### src/sv/bhab_pkg.sv
// Shared types and constants of the bump heap allocator.
package bhab_pkg;

  // Request codes carried by req_type.
  typedef enum logic [1:0] {
    REQ_ALLOC  = 2'd0,
    REQ_FREE   = 2'd1,
    REQ_REINIT = 2'd2
  } req_t;

  // Result codes carried by status.
  typedef enum logic [1:0] {
    ST_OK        = 2'd0,
    ST_EXHAUSTED = 2'd1,
    ST_NO_SLOT   = 2'd2,
    ST_NOT_FOUND = 2'd3
  } status_t;

  // Configuration register map.
  localparam int unsigned CFG_IDX_W  = 1;
  localparam int unsigned CFG_DATA_W = 32;
  localparam logic [CFG_IDX_W-1:0] REG_HEAP_BASE   = 1'd0;
  localparam logic [CFG_IDX_W-1:0] REG_HEAP_LENGTH = 1'd1;

  // Reset values and fixed regions.
  localparam logic [31:0] HEAP_BASE_RST   = 32'h0020_0000;
  localparam logic [31:0] HEAP_LENGTH_RST = 32'h0010_0000;
  localparam logic [31:0] RESV_START      = 32'h0010_0000;
  localparam logic [31:0] RESV_SIZE       = 32'h0002_0000;
  localparam logic [32:0] MAX33           = 33'h1_FFFF_FFFF;

  // Commands from the controller to the datapath.
  typedef struct packed {
    logic    load_req;
    logic    scan_clr;
    logic    scan_step;
    logic    take;
    logic    release_slot;
    logic    reinit;
    logic    report;
    status_t status;
  } cmd_t;

  // Status from the datapath to the controller.
  typedef struct packed {
    logic [1:0] req_type;
    logic       over;
    logic       slot_free;
    logic       scan_last;
    logic       rd_done;
    logic       free_hit;
    logic       cmp_vld;
    logic       cmp_last;
  } stat_t;

endpackage

### src/sv/bhab_ctrl.sv
// Controller state machine: sequences one request through dispatch, scan and report.
module bhab_ctrl (
  input  logic            clk,
  input  logic            rst,
  input  logic            in_valid,
  output logic            in_ready,
  output logic            out_valid,
  input  logic            out_ready,
  input  bhab_pkg::stat_t stat,
  output bhab_pkg::cmd_t  cmd
);

  typedef enum logic [2:0] {
    S_IDLE,
    S_DISPATCH,
    S_ASCAN,
    S_FSCAN,
    S_REPORT
  } state_t;

  state_t            state;
  state_t            state_next;
  bhab_pkg::status_t status_q;
  bhab_pkg::status_t status_next;
  logic              out_valid_next;

  assign in_ready = (state == S_IDLE);

  // Next state and commands.
  always_comb begin
    state_next     = state;
    status_next    = status_q;
    cmd            = '0;
    cmd.status     = status_q;
    out_valid_next = out_valid && !out_ready;
    unique case (state)
      S_IDLE: begin
        if (in_valid) begin
          cmd.load_req = 1'b1;
          state_next   = S_DISPATCH;
        end
      end
      S_DISPATCH: begin
        cmd.scan_clr = 1'b1;
        status_next  = bhab_pkg::ST_OK;
        state_next   = S_REPORT;
        case (bhab_pkg::req_t'(stat.req_type))
          bhab_pkg::REQ_ALLOC: begin
            if (stat.over) begin
              status_next = bhab_pkg::ST_EXHAUSTED;
            end else begin
              state_next = S_ASCAN;
            end
          end
          bhab_pkg::REQ_FREE:   state_next = S_FSCAN;
          bhab_pkg::REQ_REINIT: cmd.reinit = 1'b1;
          default: ;
        endcase
      end
      S_ASCAN: begin
        if (stat.slot_free) begin
          cmd.take    = 1'b1;
          status_next = bhab_pkg::ST_OK;
          state_next  = S_REPORT;
        end else if (stat.scan_last) begin
          status_next = bhab_pkg::ST_NO_SLOT;
          state_next  = S_REPORT;
        end else begin
          cmd.scan_step = 1'b1;
        end
      end
      S_FSCAN: begin
        if (stat.free_hit) begin
          cmd.release_slot = 1'b1;
          status_next      = bhab_pkg::ST_OK;
          state_next       = S_REPORT;
        end else if (stat.cmp_vld && stat.cmp_last) begin
          status_next = bhab_pkg::ST_NOT_FOUND;
          state_next  = S_REPORT;
        end else begin
          cmd.scan_step = !stat.rd_done;
        end
      end
      S_REPORT: begin
        if (!out_valid || out_ready) begin
          cmd.report     = 1'b1;
          out_valid_next = 1'b1;
          state_next     = S_IDLE;
        end
      end
      default: state_next = S_IDLE;
    endcase
  end

  // State and registered outputs.
  always_ff @(posedge clk) begin
    if (rst) begin
      state     <= S_IDLE;
      status_q  <= bhab_pkg::ST_OK;
      out_valid <= 1'b0;
    end else begin
      state     <= state_next;
      status_q  <= status_next;
      out_valid <= out_valid_next;
    end
  end

endmodule
### config.mk
export PLATFORM = sky130hd
export DESIGN_NAME = bhab_ctrl
export DESIGN_NICKNAME = d
export VERILOG_FILES = /design/src/sv/bhab_pkg.sv /design/src/sv/bhab_ctrl.sv
export SDC_FILE = /design/constraint.sdc
export NUM_CORES = 1
export LEC_CHECK = 0
export ABC_CLOCK_PERIOD_IN_PS = 1650
export BUFFER_PORTS_ARGS = -buffer_cell sky130_fd_sc_hd__buf_2
export CAP_MARGIN = 10
export CORE_AREA = 2 2 39 41
export CTS_CLUSTER_SIZE = 14
export DETAILED_ROUTE_END_ITERATION = 8
export DIE_AREA = 0 0 41 43
export GPL_TIMING_DRIVEN = 0
export PLACE_DENSITY_LB_ADDON = 0.15
export SLEW_MARGIN = 20
export SYNTH_ARGS = -nofsm -noshare
export SYNTH_HDL_FRONTEND = slang
export SYNTH_SLANG_ARGS = --single-unit
### constraint.sdc
create_clock -name clk -period 1.65 [get_ports clk]
set_input_delay 0.165 -clock clk [delete_from_list [all_inputs] [get_ports clk]]
set_output_delay 0.165 -clock clk [all_outputs]
set_load 0.05 [all_outputs]
======== Word level (Yosys, flattened, before mapping) ========
Index checks and enable logic that the tools add are counted.
operators by class
  equality and inequality tests ........... 10
  multiplexer cells ....................... 34
  reduce and logical (&&, ||, !) cells .... 11
operators with widths
  operator                                       number
  2-to-1 mux 3 bit                               7
  2-to-1 mux 1 bit                               18
  case mux 3 bit (5 select lines)                1
  2-to-1 mux 2 bit                               5
  == test 3 x 2 -> 1 bit, second input constant  2
  inequality test 3 bit, second input constant   2
  case mux 2 bit (3 select lines)                1
  case mux 3 bit (2 select lines)                1
  inequality test 2 bit, second input constant   2
  AND reduction 4 bit                            1
  == test 3 x 1 -> 1 bit, second input constant  1
  == test 3 bit, second input constant           1
  logical NOT 1 bit                              3
  logical NOT 3 bit                              1
  AND reduction 3 bit                            1
  nonzero test 3 bit                             1
  == test 2 x 1 -> 1 bit, second input constant  1
  == test 2 bit, second input constant           1
  logical AND 1 bit                              2
  logical NOT 2 bit                              1
  case mux 1 bit (2 select lines)                1
  logical OR 1 bit                               1
storage, ports and cells
  output and inout port bits .............. 11
  word-level logic and storage cells ...... 58
  flip-flop bits (word level) ............. 6
  input bits .............................. 13

======== Logic depth before layout (Yosys ltp) ========
Gate-level depths: netlist (run 1).
  word-level depth ........................ 4
  mapped depth ............................ 5
  gate-level depth less buffers ........... 4

======== Least setup slack after synthesis (run 1) ========
No wires, ideal clock.
  kind .................................... reg-to-output
  start point ............................. register state[2]
  end point ............................... output port cmd[3] in the netlist's numbering
  path slack .............................. -769 ps
  cell stages (with the launch flop) ...... 4
  arrival time ............................ 2254 ps
  data required time ...................... 1485 ps
  path buffers ............................ 1
  cell sequence ........................... dfxtp_1 clkbuf_1 nor3_1 and3_1
RTL lines
  what                    RTL line          source
  from (decl)             bhab_ctrl.sv:21   state_t state;
  from (signal assigned)  bhab_ctrl.sv:102  state <= state_next;
  to (decl)               bhab_ctrl.sv:10   output bhab_pkg::cmd_t cmd

==> results of run 1 <==
## worst max-delay path: cells and delay by family, from the launching register on
family	cells	cell delay, ps
and+or+nand+nor	3	490
DFF	1	350
AOI/OAI and AO/OA	1	180
buffers and inverters	1	150
## cell families (layout without fill, tap and decap cells)
| logic type | Yosys count | count (layout) | synth area share |
|---|---|---|---|
| compound gates | 17 | 17 | 0.2834 |
| buf+inv | 6 | 36 | 0.06942 |
| simple gates | 28 | 28 | 0.3583 |
| mux | 1 | 1 | 0.02222 |
| flops | 6 | 6 | 0.2667 |
## placed cells by master, fill, tap and decap left out, types with 2 or more instances in the layout
master	Yosys	layout
nor3_4	0	2
nand2_1	4	4
a21oi_1	6	6
nor2b_1	3	3
buf_2	1	23
buf_4	0	4
dfxtp_1	6	5
o21bai_1	2	2
nor2_1	10	9
inv_1	2	2
clkbuf_4	0	3
## state kept, by name, summed over array words and instances (netlist names)
| name | count |
|---|---|
| state | 3 |
| status_q | 2 |
| out_valid | 1 |
## repair_timing
item / CTS / global route
setup endpoints to repair: 4 / 1
endpoints found under the hold margin: 0 / 0
pin swaps: 2 / 2
setup buffers: 1 / 3
resized for setup: 4 / 1
## synthesized netlist by cell type, drive strengths merged
master,n,share of area
nor2,10,0.083
a21oi,6,0.067
dfxtp,6,0.27
nand2,4,0.033
inv,3,0.025
nor2b,3,0.042
and3,2,0.028
buf,2,0.036
nor3,2,0.022
o21ai,2,0.022
o21bai,2,0.033
a211oi,1,0.017
a221oi,1,0.058
a2bb2oi,1,0.019
a31oi,1,0.014
and2,1,0.014
and2b,1,0.019
clkbuf,1,0.0083
mux2i,1,0.022
nand3,1,0.011
nor3b,1,0.017
nor4,1,0.014
nor4bb,1,0.056
o21a,1,0.017
o311ai,1,0.019
o31ai,1,0.017
or2b,1,0.019
## metrics by stage
stage                     utilization  setup TNS, ps
after floorplan                     -         -60.64
after global placement         0.4467         -91.73
after detailed placement       0.4467         -84.75
after CTS                      0.4747         -11.55
after global routing           0.4937         -12.10
final                          0.4937              0
## layer usage
layer | up-vias | routed length, um
li1 | 270 | -
met1 | 221 | 499
met2 | 16 | 505
met3 | 0 | 73
met4 | 0 | 0
met5 | - | 0
## layout make-up
type / count / area, um2
clock buffer: 3 / 22.52
timing repair buffer: 27 / 155.1
sequential: 6 / 121.4
multi-input combinational: 46 / 331.6
buffer: 3 / 21.27
tap: 16 / 20.02
fill: 141 / 700.7
inverter: 3 / 11.26
## worst max-delay path by stage
stage / startpoint / end / slack [ps] / depth (start not counted)
floorplan: state[2]$_SDFFE_PP0P_ / cmd[2] / -60 / 3
global placement: state[0]$_SDFFE_PP0P_ / cmd[6] / -90 / 6
detailed placement: state[0]$_SDFFE_PP0P_ / cmd[6] / -80 / 6
CTS: state[0]$_SDFFE_PP0P_ / cmd[6] / -10 / 6
global route: state[0]$_SDFFE_PP0P_ / cmd[6] / -10 / 6
finish: state[2]$_SDFFE_PP0P_ / cmd[6] / 80 / 5
## power groups by stage
stage,clock network [mW],logic (mW),registers [mW]
detailed placement,0,0.250,0.168
global route,0.146,0.276,0.167
floorplan,0,0.179,0.185
global placement,0,0.249,0.167
CTS,0.137,0.252,0.165
finish,0.127,0.260,0.165
==> results.json, run 1 <==
{
  "status": "complete, no violations",
  "switchingPower_mw": 0.2144,
  "drt-total-wl_um": 1078,
  "p_int_mw": 0.3385,
  "r2r-end": "status_q[1]$_SDFFE_PP0P_",
  "pre_cts_slack_ps": -84.75,
  "max_slew_margin": 0.7462,
  "holdCritPathClass": "in2reg",
  "use_met3": 0.04712,
  "swShare": 0.3878,
  "ant_nets": 0,
  "setup_viol": 0,
  "antenna_found_initial": 0,
  "power_frac_clock": 0.230,
  "io_buffers": 23,
  "worstHoldStart": "rst",
  "grt-busiest-layer": "met2",
  "vias": 507,
  "fin_area_um2": 683.2,
  "routed_via_density": 4.875,
  "period_needed_ps": 1571,
  "min_to": "state[1]$_SDFFE_PP0P_",
  "wl_per_cell_um": 10.37,
  "placed_area_um2": 618.1,
  "reg2reg_depth": 5,
  "pwr-share-comb": 0.471,
  "grtUsageMet2": 0.1938,
  "finClkSkew_ps": 0.4909,
  "drt-pass1-iter-count": 4,
  "die_h_um": 43,
  "reg2reg_from": "state[1]$_SDFFE_PP0P_",
  "drt_iter0_markers": 4,
  "grt_pass1_wl_um": 1683,
  "htree_num_levels": 1,
  "synthToLayoutAreaGrowth_pct": 51.67,
  "num-nets-final": 103,
  "drcViolationCount": 0,
  "fin_hold_ws_ps": 184.7,
  "maxCapViolCount": 0,
  "clock_latency_ps": 230,
  "avgSynthCellArea_um2": 7.766,
  "slew_viol_final": 0,
  "synth_warnings": 0,
  "cts_made_buffers": 3,
  "cpPeakStageDelay_ps": 350,
  "min_path_cells": 2,
  "grt_pass1_vias": 411,
  "grt_max_degree": 11,
  "path_class": "reg2out",
  "cts.root.buffer_cell": "clkbuf_4",
  "synth.distinct_cells": 30,
  "drive_above_1_share": 0.5000,
  "powerDensity_nw_per_um2": 809.5,
  "start_util": 0.3255,
  "synth_seq_area_share": 0.2667,
  "cts_tree": "built",
  "worst_path_max_delay_cell": "dfxtp_2",
  "r2r_setup_slack_ps": 240,
  "synthesis.area_um2": 450.4,
  "final.period_utilization": 0.9520,
  "power.total_mw": 0.5530,
  "crit_chain": "nor4bb_4 > nand2_1 > a2bb2oi_1 > nor2_4 > buf_8",
  "placed_cells": 97,
  "p_seq_frac": 0.299,
  "cts_buffer_depth": 2,
  "grtUsageTotal": 0.1377,
  "end_kind": "primary output",
  "syn_inst": 58,
  "fp.dieW_um": 41,
  "dp_hpwl_um": 869.2,
  "p_leak_nw": 0.3105,
  "n_antenna_cell": 0,
  "globalRoute.totalOverflow": 0,
  "core_region_area_um2": 1384,
  "ys_ff_latch": 6,
  "clk_pin_slew_ps": 40,
  "fmaxAchievable_mhz": 636.6,
  "cp_data_required_time_ps": 1480,
  "start_kind": "flop",
  "postCtsHoldBufs": 0,
  "fp.dieArea_um2": 1763,
  "critical_path_arrival_ps": 1410,
  "cp_max_fo": 4,
  "finalWorstSetupSlack_ps": 79.14,
  "stdcell_count": 104,
  "rows": 14,
  "ioPinCount": 24,
  "cts_sinks": 6,
  "grtUsageMet1": 0.1935,
  "ir_worst_vdd_mv": 0.3740,
  "synth_nets": 71,
  "worst_slew_pin_slew_ps": 376.0,
  "finalHoldViolCount": 0,
  "gp_congestion": 0.7576
}
(Power assumes the default switching activity.)
==> run 2: changes to the inputs <==
- ABC_CLOCK_PERIOD_IN_PS: 1650 -> 1540
- CORE_AREA: 2 2 39 41 -> 2 2 42 44
- DIE_AREA: 0 0 41 43 -> 0 0 44 46
- clock period: 1.65 -> 1.54 ns (I/O delays scaled with it)
==> run 2 against run 1 <==
Against the previous run: the flow now finishes with violations (setup timing); utilization down 3.4 points; critical path depth unchanged; count of clock-buffer cells in the layout unchanged; final cell count up 4.8%; register-to-register slack worse by 120 ps.
==> results.json, run 2 (synthesis results as in run 1) <==
{
  "maxCapViolCount": 0,
  "drive_above_1_share": 0.5870,
  "end_kind": "primary output",
  "pre_cts_slack_ps": -214.6,
  "globalRoute.totalOverflow": 0,
  "cp_max_fo": 4,
  "rsz0062_at_grt": "yes",
  "cts.root.buffer_cell": "clkbuf_4",
  "finClkSkew_ps": 1.939,
  "rows": 15,
  "grt_pass1_wl_um": 1890,
  "final_cell_mix": "buf_2, buf_4, nor2_1",
  "wl_per_cell_um": 11.36,
  "swShare": 0.3886,
  "setup_viol": 1,
  "clk_pin_slew_ps": 40,
  "p_leak_nw": 0.3316,
  "drt_iter0_markers": 4,
  "path_class": "reg2out",
  "dp_hpwl_um": 888.8,
  "n_antenna_cell": 0,
  "power.total_mw": 0.6232,
  "period_needed_ps": 1568,
  "ir_worst_vdd_mv": 0.4682,
  "switchingPower_mw": 0.2421,
  "clock_latency_ps": 230,
  "drt-total-wl_um": 1238,
  "p_int_mw": 0.3810,
  "top_regs": "state (3), status_q (2), out_valid (1)",
  "grt_pass1_vias": 444,
  "worst_slew_pin_slew_ps": 492.5,
  "cts_buffer_depth": 2,
  "pwr-share-comb": 0.491,
  "holdCritPathClass": "in2reg",
  "cp_data_required_time_ps": 1390,
  "num-nets-final": 107,
  "grt_max_degree": 11,
  "finalHoldViolCount": 0,
  "p_seq_frac": 0.286,
  "slew_viol_final": 0,
  "cts_sinks": 6,
  "core_region_area_um2": 1614,
  "start_kind": "flop",
  "htree_num_levels": 1,
  "regMostFlops": "state",
  "finalWorstSetupSlack_ps": -28.45,
  "max_slew_margin": 0.6675,
  "cts_made_buffers": 3,
  "antenna_found_initial": 0,
  "cts_tree": "built",
  "failed_checks": "setup timing",
  "largest_reg_flops": 3,
  "fmaxAchievable_mhz": 637.6,
  "drt-pass1-iter-count": 2,
  "ioPinCount": 24,
  "status": "finished with violations",
  "start_util": 0.2791,
  "synthToLayoutAreaGrowth_pct": 64.72,
  "grtUsageTotal": 0.1274,
  "powerDensity_nw_per_um2": 839.9,
  "io_buffers": 23,
  "final_common_cell": "buf_2",
  "vias": 531,
  "drcViolationCount": 0,
  "fp.dieW_um": 44,
  "fp.dieArea_um2": 2024,
  "ant_nets": 0,
  "gp_congestion": 0.7245,
  "routed_via_density": 4.872,
  "critical_path_arrival_ps": 1410,
  "power_frac_clock": 0.223,
  "die_h_um": 46,
  "final.period_utilization": 1.018
}
==> run 2: per-layer routing <==
metal | part of all wire | GRT usage
met3 | 0.050 | 0.02778
met2 | 0.50 | 0.2206
met1 | 0.45 | 0.1647
met5 | 0 | 0
met4 | 0 | 0.01818
==> run 2: power groups by stage <==
stage | clock network, mW | registers (mW) | logic [mW]
finish | 0.139 | 0.178 | 0.306
global route | 0.153 | 0.180 | 0.325
CTS | 0.140 | 0.178 | 0.290
detailed placement | 0 | 0.180 | 0.274
global placement | 0 | 0.179 | 0.272
floorplan | 0 | 0.198 | 0.195
==> run 2: final timing paths <==
check / from / endpoint / slack [ps] / cells past startpoint
hold reg to reg: status_q[1]$_SDFFE_PP0P_ / status_q[1]$_SDFFE_PP0P_ / 490 / 2
hold / removal: rst / state[0]$_SDFFE_PP0P_ / 170 / 2
setup / recovery: state[2]$_SDFFE_PP0P_ / cmd[6] / -30 / 5
setup reg to reg: state[0]$_SDFFE_PP0P_ / status_q[1]$_SDFFE_PP0P_ / 120 / 6
==> run 2: final cells by class <==
cell class / instances / area, um2
sequential: 6 / 123.9
fill: 173 / 872.1
buffer: 3 / 23.77
clock buffer: 3 / 22.52
timing repair buffer: 31 / 191.4
multi-input combinational: 46 / 347.8
inverter: 3 / 11.26
tap: 17 / 21.27
==> run 2: what timing repair did <==
item | CTS | global route
setup buffers | 7 | 2
hold buffers | 0 | 0
endpoints found under the setup margin | 3 | 9
pin swaps | 3 | 1
resized for setup | 5 | 10
==> run 2: stage by stage <==
step                area, um2  instances  utilization  hold slack, ps  setup TNS (ps)
floorplan               493.0         58            -           223.1          -80.72
global placement        629.4         98       0.3899           424.1          -192.1
detailed placement      629.4         98       0.3899           426.1          -214.6
CTS                     719.4        108       0.4457           179.9          -35.02
global route            742.0        109       0.4597           189.6          -100.1
finish                  742.0        109       0.4597           168.6          -28.45
==> run 2: worst max-delay path: stages, from the launching register on <==
cell	delay (ps)
dfxtp_2	350
nor4bb_4	310
nand2_1	120
a2bb2oi_2	160
nor2_4	90
buf_6	150
